[src/hw/rtl/ght_pkg.sv]
// shared types and constants of the generational handle table
package ght_pkg;

  localparam int SLOT_COUNT = 64;
  localparam int SLOT_BITS = $clog2(SLOT_COUNT);
  localparam int OWNER_BITS = 16;
  localparam int GEN_BITS = 24;
  localparam int MEM_WIDTH = GEN_BITS + OWNER_BITS;
  localparam logic [7:0] HANDLE_TAG = 8'h45;
  localparam logic [GEN_BITS-1:0] GEN_MAX = {GEN_BITS{1'b1}};
  localparam logic [GEN_BITS-1:0] GEN_FIRST = GEN_BITS'(1);

  typedef enum logic [1:0] {
    OP_CREATE  = 2'd0,
    OP_DESTROY = 2'd1,
    OP_LOOKUP  = 2'd2
  } op_t;

  typedef enum logic [1:0] {
    ST_OK      = 2'd0,
    ST_INVALID = 2'd1,
    ST_FULL    = 2'd2
  } status_t;

  typedef enum logic {
    S_IDLE,
    S_CHECK
  } state_t;

  // slot bookkeeping update issued at the end of an item
  typedef struct packed {
    logic                 valid;
    logic                 take;
    logic [SLOT_BITS-1:0] slot;
  } upd_t;

endpackage

[src/hw/rtl/generational_handle_table_unit.sv]
// top level of the generational handle table
//
// input channel: in_valid / in_stall with operation, handle and owner_id.
// a word is taken when in_valid is high and in_stall is low. create takes
// the lowest free slot for owner_id, destroy checks and frees a handle,
// lookup checks a handle without changing anything.
// output channel: out_valid / out_stall with status, issued_handle and
// slot_index, one result word for every input word, in order.
// timing: a word is taken in the idle state while the slot entry is read
// from the generation/owner ram, whose read is registered; the check cycle
// that follows checks it, writes back and loads the output register.
// the input is stalled during the check cycle; the next word can be taken
// while a finished result still sits in the output register.
// when the receiver stalls with a result pending, the check cycle holds
// until the output register frees, so backpressure reaches the input.
// reset (rst, synchronous) marks every slot free with generation 1 and
// empties the output register; no clearing pass is needed since per-slot
// flags stand in for the ram generation until a destroy first writes it.
module generational_handle_table_unit (
  input  logic        clk,
  input  logic        rst,
  input  logic        in_valid,
  output logic        in_stall,
  input  logic [1:0]  operation,
  input  logic [63:0] handle,
  input  logic [15:0] owner_id,
  output logic        out_valid,
  input  logic        out_stall,
  output logic [1:0]  status,
  output logic [63:0] issued_handle,
  output logic [5:0]  slot_index
);
  import ght_pkg::*;

  state_t state, state_next;

  // item captured at accept
  logic [1:0]            op;
  logic [GEN_BITS-1:0]   hgen;
  logic [OWNER_BITS-1:0] owner;
  logic [SLOT_BITS-1:0]  slot;
  logic                  pre_ok;
  logic                  full_at;

  logic                  accept;
  logic                  done;
  upd_t                  upd;
  logic                  occ_hit, genv_hit, full;
  logic [SLOT_BITS-1:0]  free_slot, slot_sel;
  logic                  mem_we;
  logic [MEM_WIDTH-1:0]  mem_wdata, mem_rdata;

  // handle decode
  logic [31:0]           h_low;
  logic [GEN_BITS-1:0]   h_gen;
  logic                  h_ok;

  // check results
  logic [GEN_BITS-1:0]   entry_gen, gen_bumped;
  logic [OWNER_BITS-1:0] entry_owner;
  logic                  live_match;
  logic [1:0]            status_next;
  logic [63:0]           issued_next;
  logic [5:0]            index_next;
  logic                  out_valid_next;

  assign h_low = handle[31:0];
  assign h_gen = handle[55:32];
  assign h_ok = (handle[63:56] == HANDLE_TAG) && (h_low != 32'd0) &&
                (h_gen != '0) && (h_low <= 32'(SLOT_COUNT));

  assign in_stall = (state != S_IDLE);
  assign accept = in_valid && !in_stall;

  // create reads the lowest free slot, the others the slot in the handle
  assign slot_sel = (op_t'(operation) == OP_CREATE) ? free_slot
                                                    : SLOT_BITS'(h_low - 32'd1);

  always_ff @(posedge clk) begin
    if (accept) begin
      op <= operation;
      hgen <= h_gen;
      owner <= owner_id[OWNER_BITS-1:0];
      slot <= slot_sel;
      pre_ok <= h_ok;
      full_at <= full;
    end
  end

  ght_occ u_occ (
    .clk       (clk),
    .rst       (rst),
    .upd       (upd),
    .rd_slot   (slot),
    .occ_hit   (occ_hit),
    .genv_hit  (genv_hit),
    .full      (full),
    .free_slot (free_slot)
  );

  // generation and owner of each slot
  ght_ram #(
    .WIDTH (MEM_WIDTH),
    .DEPTH (SLOT_COUNT)
  ) u_slot_ram (
    .clk   (clk),
    .we    (mem_we),
    .waddr (slot),
    .wdata (mem_wdata),
    .re    (accept),
    .raddr (slot_sel),
    .rdata (mem_rdata)
  );

  // a never-destroyed slot still has its reset generation
  assign entry_gen = genv_hit ? mem_rdata[MEM_WIDTH-1:OWNER_BITS] : GEN_FIRST;
  assign entry_owner = mem_rdata[OWNER_BITS-1:0];
  assign gen_bumped = (entry_gen == GEN_MAX) ? GEN_FIRST : entry_gen + GEN_FIRST;
  assign live_match = pre_ok && occ_hit && (entry_gen == hgen) &&
                      (entry_owner == owner);

  always_ff @(posedge clk) begin
    if (rst) begin
      state <= S_IDLE;
    end else begin
      state <= state_next;
    end
  end

  always_comb begin
    state_next = state;
    done = 1'b0;
    upd = '0;
    mem_we = 1'b0;
    mem_wdata = {entry_gen, owner};
    status_next = ST_INVALID;
    issued_next = '0;
    index_next = '0;
    unique case (state)
      S_IDLE: begin
        if (accept) begin
          state_next = S_CHECK;
        end
      end
      S_CHECK: begin
        // hold until the output register can take the result
        done = !out_valid || !out_stall;
        if (done) begin
          state_next = S_IDLE;
        end
        unique case (op)
          OP_CREATE: begin
            if (owner == '0) begin
              status_next = ST_INVALID;
            end else if (full_at) begin
              status_next = ST_FULL;
            end else begin
              status_next = ST_OK;
              issued_next = {HANDLE_TAG, entry_gen, 32'(slot) + 32'd1};
              index_next = 6'(slot);
              mem_we = done;
              mem_wdata = {entry_gen, owner};
              upd.valid = done;
              upd.take = 1'b1;
              upd.slot = slot;
            end
          end
          OP_DESTROY: begin
            if (live_match) begin
              status_next = ST_OK;
              index_next = 6'(slot);
              mem_we = done;
              mem_wdata = {gen_bumped, {OWNER_BITS{1'b0}}};
              upd.valid = done;
              upd.take = 1'b0;
              upd.slot = slot;
            end
          end
          OP_LOOKUP: begin
            if (live_match) begin
              status_next = ST_OK;
              index_next = 6'(slot);
            end
          end
          default: begin
            status_next = ST_INVALID;
          end
        endcase
      end
      default: begin
        state_next = S_IDLE;
      end
    endcase
  end

  // output register
  always_comb begin
    out_valid_next = out_valid;
    if (done) begin
      out_valid_next = 1'b1;
    end else if (!out_stall) begin
      out_valid_next = 1'b0;
    end
  end

  always_ff @(posedge clk) begin
    if (rst) begin
      out_valid <= 1'b0;
    end else begin
      out_valid <= out_valid_next;
    end
  end

  always_ff @(posedge clk) begin
    if (done) begin
      status <= status_next;
      issued_handle <= issued_next;
      slot_index <= index_next;
    end
  end

endmodule

[src/hw/rtl/ght_ram.sv]
// generic single-port-write ram with registered read
module ght_ram #(
  parameter int WIDTH = 8,
  parameter int DEPTH = 16
) (
  input  logic                     clk,
  input  logic                     we,
  input  logic [$clog2(DEPTH)-1:0] waddr,
  input  logic [WIDTH-1:0]         wdata,
  input  logic                     re,
  input  logic [$clog2(DEPTH)-1:0] raddr,
  output logic [WIDTH-1:0]         rdata
);

  logic [WIDTH-1:0] mem [DEPTH];

  always_ff @(posedge clk) begin
    if (we) begin
      mem[waddr] <= wdata;
    end
    if (re) begin
      rdata <= mem[raddr];
    end
  end

endmodule

[src/hw/rtl/ght_occ.sv]
// occupancy and generation-written bits with lowest free slot search
module ght_occ (
  input  logic                          clk,
  input  logic                          rst,
  input  ght_pkg::upd_t                 upd,
  input  logic [ght_pkg::SLOT_BITS-1:0] rd_slot,
  output logic                          occ_hit,
  output logic                          genv_hit,
  output logic                          full,
  output logic [ght_pkg::SLOT_BITS-1:0] free_slot
);
  import ght_pkg::*;

  logic [SLOT_COUNT-1:0] occupied;
  logic [SLOT_COUNT-1:0] gen_valid;

  always_ff @(posedge clk) begin
    if (rst) begin
      occupied <= '0;
      gen_valid <= '0;
    end else if (upd.valid) begin
      occupied[upd.slot] <= upd.take;
      // generation in ram is meaningful once a destroy has written it
      if (!upd.take) begin
        gen_valid[upd.slot] <= 1'b1;
      end
    end
  end

  assign occ_hit = occupied[rd_slot];
  assign genv_hit = gen_valid[rd_slot];
  assign full = &occupied;

  // lowest free slot wins
  always_comb begin
    free_slot = '0;
    for (int i = SLOT_COUNT - 1; i >= 0; i--) begin
      if (!occupied[i]) begin
        free_slot = SLOT_BITS'(i);
      end
    end
  end

endmodule

[config.mk]
export PLATFORM = sky130hd
export DESIGN_NAME = generational_handle_table_unit
export DESIGN_NICKNAME = d
export VERILOG_FILES = /design/src/hw/rtl/ght_pkg.sv /design/src/hw/rtl/generational_handle_table_unit.sv /design/src/hw/rtl/ght_ram.sv /design/src/hw/rtl/ght_occ.sv
export SDC_FILE = /design/constraint.sdc
export NUM_CORES = 2
export LEC_CHECK = 0
export ABC_CLOCK_PERIOD_IN_PS = 7200
export BUFFER_PORTS_ARGS = -buffer_cell sky130_fd_sc_hd__buf_4
export CAP_MARGIN = 20
export CORE_MARGIN = 10
export CORE_UTILIZATION = 48
export CTS_BUF_LIST = sky130_fd_sc_hd__clkbuf_2
export CTS_CLUSTER_DIAMETER = 60
export DETAILED_ROUTE_END_ITERATION = 8
export PLACE_DENSITY = 0.64
export REMOVE_ABC_BUFFERS = 1
export SLEW_MARGIN = 10
export SYNTH_ARGS = -nofsm -noshare
export SYNTH_HDL_FRONTEND = slang
export SYNTH_SLANG_ARGS = --single-unit
[constraint.sdc]
create_clock -name clk -period 7.2 [get_ports clk]
set_clock_uncertainty 0.15 [all_clocks]
set_input_delay 0 -clock clk [delete_from_list [all_inputs] [get_ports clk]]
set_output_delay 0 -clock clk [all_outputs]
set_load 0.01 [all_outputs]
==> results.ini <==
[run_status]
status = finished clean

[placed_design]
preCtsSetupSlack_ns = 0.836
portBuffers = 129
dp_hpwl_um = 193000
gp_congestion = 0.961

[clock_tree]
htree_levels = 6
cts-root-buf = clkbuf_2
cts.reportedPaths.clkPinSlew_ns = 0.09
cts.sinks = 2820
clkLatencyLatePin_ns = 2.08
cts.repair.resized = 0
cts_made_buffers = 697
tritoncts = done
cts_buffer_depth = 4

[sta]
min_period_ns = 6.64
rsz0062_at_grt = false
slew_violations = 0
hold_viol_final = 0
holdWs_ns = 0.232
period_share_pct = 92.2
setup_viol = 0
tightest_slew_ns = 1.41
setup_ws_ns = 0.559
fmax_mhz = 151
slew_headroom_pct = 6.00

[synthesis]
synthCells = 7244
yosysWarnings = 0
async_flop_share_pct = 0
ys_ff_latch = 2820
ys_seq_area_share_pct = 75.1
syn_area_um2 = 111000
synth_area_per_cell_um2 = 15.3
ys.flop_type = edfxtp_1
synth_edf_count = 2690
synthDistinctLibCells = 85

[floorplanning]
die_h_um = 501
core_area_um2 = 230000
initial_core_util_pct = 48.2
rows = 176
die_area_um2 = 251000
die_w_um = 501
ios = 160

[global_routing]
grt-ovfl-total = 0
grt_pass1_wl_um = 481000
antenna_found_initial = 29
grt_start_max_net_pins = 144
track_usage_pct = 26.1
first_global_vias = 69358

[setup_path]
worstSetupEndpointType = register
path_class = in2reg
start_kind = primary input
worst-path-max-fanout = 92
arrival_ns = 8.22
critical_path_required_ns = 8.78

[drt]
wl_per_cell_um = 28.6
drt-initial-drc-count = 8275
ant_nets = 0
drt-total-wl_um = 335000
drt_pass1_iterations = 6
vias_per_cell = 5.98
vias = 70151
drc_errors = 0

[cells_and_area]
drive_gt1_share_pct = 21.0
mostFrequentLayoutCell = edfxtp_1
area_delta_synth_final_pct = 14.0
post-route-util_pct = 55.0
final_cell_mix = 2690 x edfxtp_1, 1106 x nand2_1, 996 x clkbuf_2
fin_nets = 8243

[power_and_ir_drop]
p_leak_nw = 44.1
vdd_ir_drop_max_mv = 0.210
power_mw = 30.9
p_per_area_nw_per_um2 = 244

[flow_run]
maxCapViolCount = 0

[worst_hold_path]
hold_class = in2reg

power by group:
| group | total (mW) | internal, mW | switching (mW) |
|---|---|---|---|
| sequential | 18.2 | 18.0 | 0.140 |
| combinational | 2.55 | 0.814 | 1.74 |
| clock | 10.2 | 3.95 | 6.21 |
per-stage QoR:
step | TNS (ns) | cell area (um2) | cells
3_3_place_gp | 0 | 118000 | 10247
4_1_cts | 0 | 126000 | 11641
2_1_floorplan | -5274.61 | 109000 | 6793
5_1_grt | 0 | 127000 | 11726
3_5_place_dp | 0 | 118000 | 10250
6_report | 0 | 127000 | 11732
registers in the layout (all words and copies together), names as in the netlist:
register	cells
pre_ok	1
slot_index	6
owner	16
u_occ.gen_valid	64
u_occ.occupied	64
out_valid	1
hgen	24
u_slot_ram.rdata	40
in_stall	1
slot	6
status	2
issued_handle	32
op	2
u_slot_ram.mem	2560
full_at	1
final timing paths:
path,end,depth (start not counted),slack (ns),start
min reg2reg,u_occ.gen_valid[36]$_SDFFE_PP0P_,1,0.32,u_occ.gen_valid[36]$_SDFFE_PP0P_
max,u_slot_ram.rdata[34]$_DFFE_PP_,21,0.56,operation[0]
min,owner[12]$_DFFE_PP_,5,0.23,owner_id[12]
max reg2reg,u_slot_ram.mem[36][39]$_DFFE_PP_,15,0.57,slot[1]$_DFFE_PP_
area by class of cell:
| cell class | count | area, um2 |
|---|---|---|
| timing repair buffer | 659 | 6710 |
| clock inverter | 167 | 891 |
| clock buffer | 996 | 4980 |
| multi-input combinational | 3921 | 26400 |
| sequential | 2820 | 83400 |
| inverter | 52 | 210 |
| tap | 3026 | 3790 |
| fill | 18395 | 104000 |
| antenna | 91 | 228 |
worst max-delay path, cell delays in order:
cell and delay (ns):
dlygate4sd3_1 0.53, dlygate4sd3_1 0.55, dlygate4sd3_1 0.56, buf_4 0.13, dlygate4sd3_1 0.55, dlygate4sd3_1 0.60
nor2_1 0.11, buf_4 0.21, nor2_1 0.13, a211oi_1 0.31, o21ai_0 0.21, a2111oi_0 0.48
a21o_4 0.71, inv_8 0.41, buf_12 0.34, buf_4 0.26, nand2_1 0.10, a21oi_1 0.06
nor4_1 1.05, o22ai_1 0.19, or4b_1 0.61
cell families after synthesis:
family                     count (synthesis)  synth area share (%)
DFF                                     2820                  75.1
and+or+nand+nor                         1755                  7.02
adders and majority gates                  6                0.0676
buffers and inverters                    532                  1.97
xor gates and xnor gates                  50                 0.394
other                                      1               0.00338
AOI/OAI and AO/OA                       1379                  7.30
muxes                                    701                  8.15
metal layers:
layer  share of wire, %  track usage [%]  vias to the layer above
met5              0.017                0                        -
met4                5.1             13.6                       10
met3                9.1             5.59                      705
met2                 47             41.2                     3864
met1                 39             34.1                    35230
li1                   -                -                    30342
what timing repair did:
item	in CTS	in global routing
hold endpoints to repair	2909	0
hold buffers	228	0
buffers inserted	0	0
cells in the mapped netlist, types with 28 or more instances:
cell type  number  area (um2)
mux4_2        161        3630
o31ai_1        43         323
a31oi_1        28         175
clkbuf_1      341        1280
or4_1          33         248
edfxtp_1     2690       80800
buf_1          73         274
inv_1          48         180
nand3_1        55         275
a21oi_1       691        3460
nor2_1        169         634
nor4_1        146         913
o22ai_1       356        2230
dfxtp_1       130        2600
nand4_1        45         282
buf_4          37         278
nor3_1         48         240
nand2_1      1110        4170
mux2i_1       525        5260
o21ai_0        99         495
xor2_1         33         289
and2_1         43         269
No activity file was read; power rests on OpenSTA's default activity.
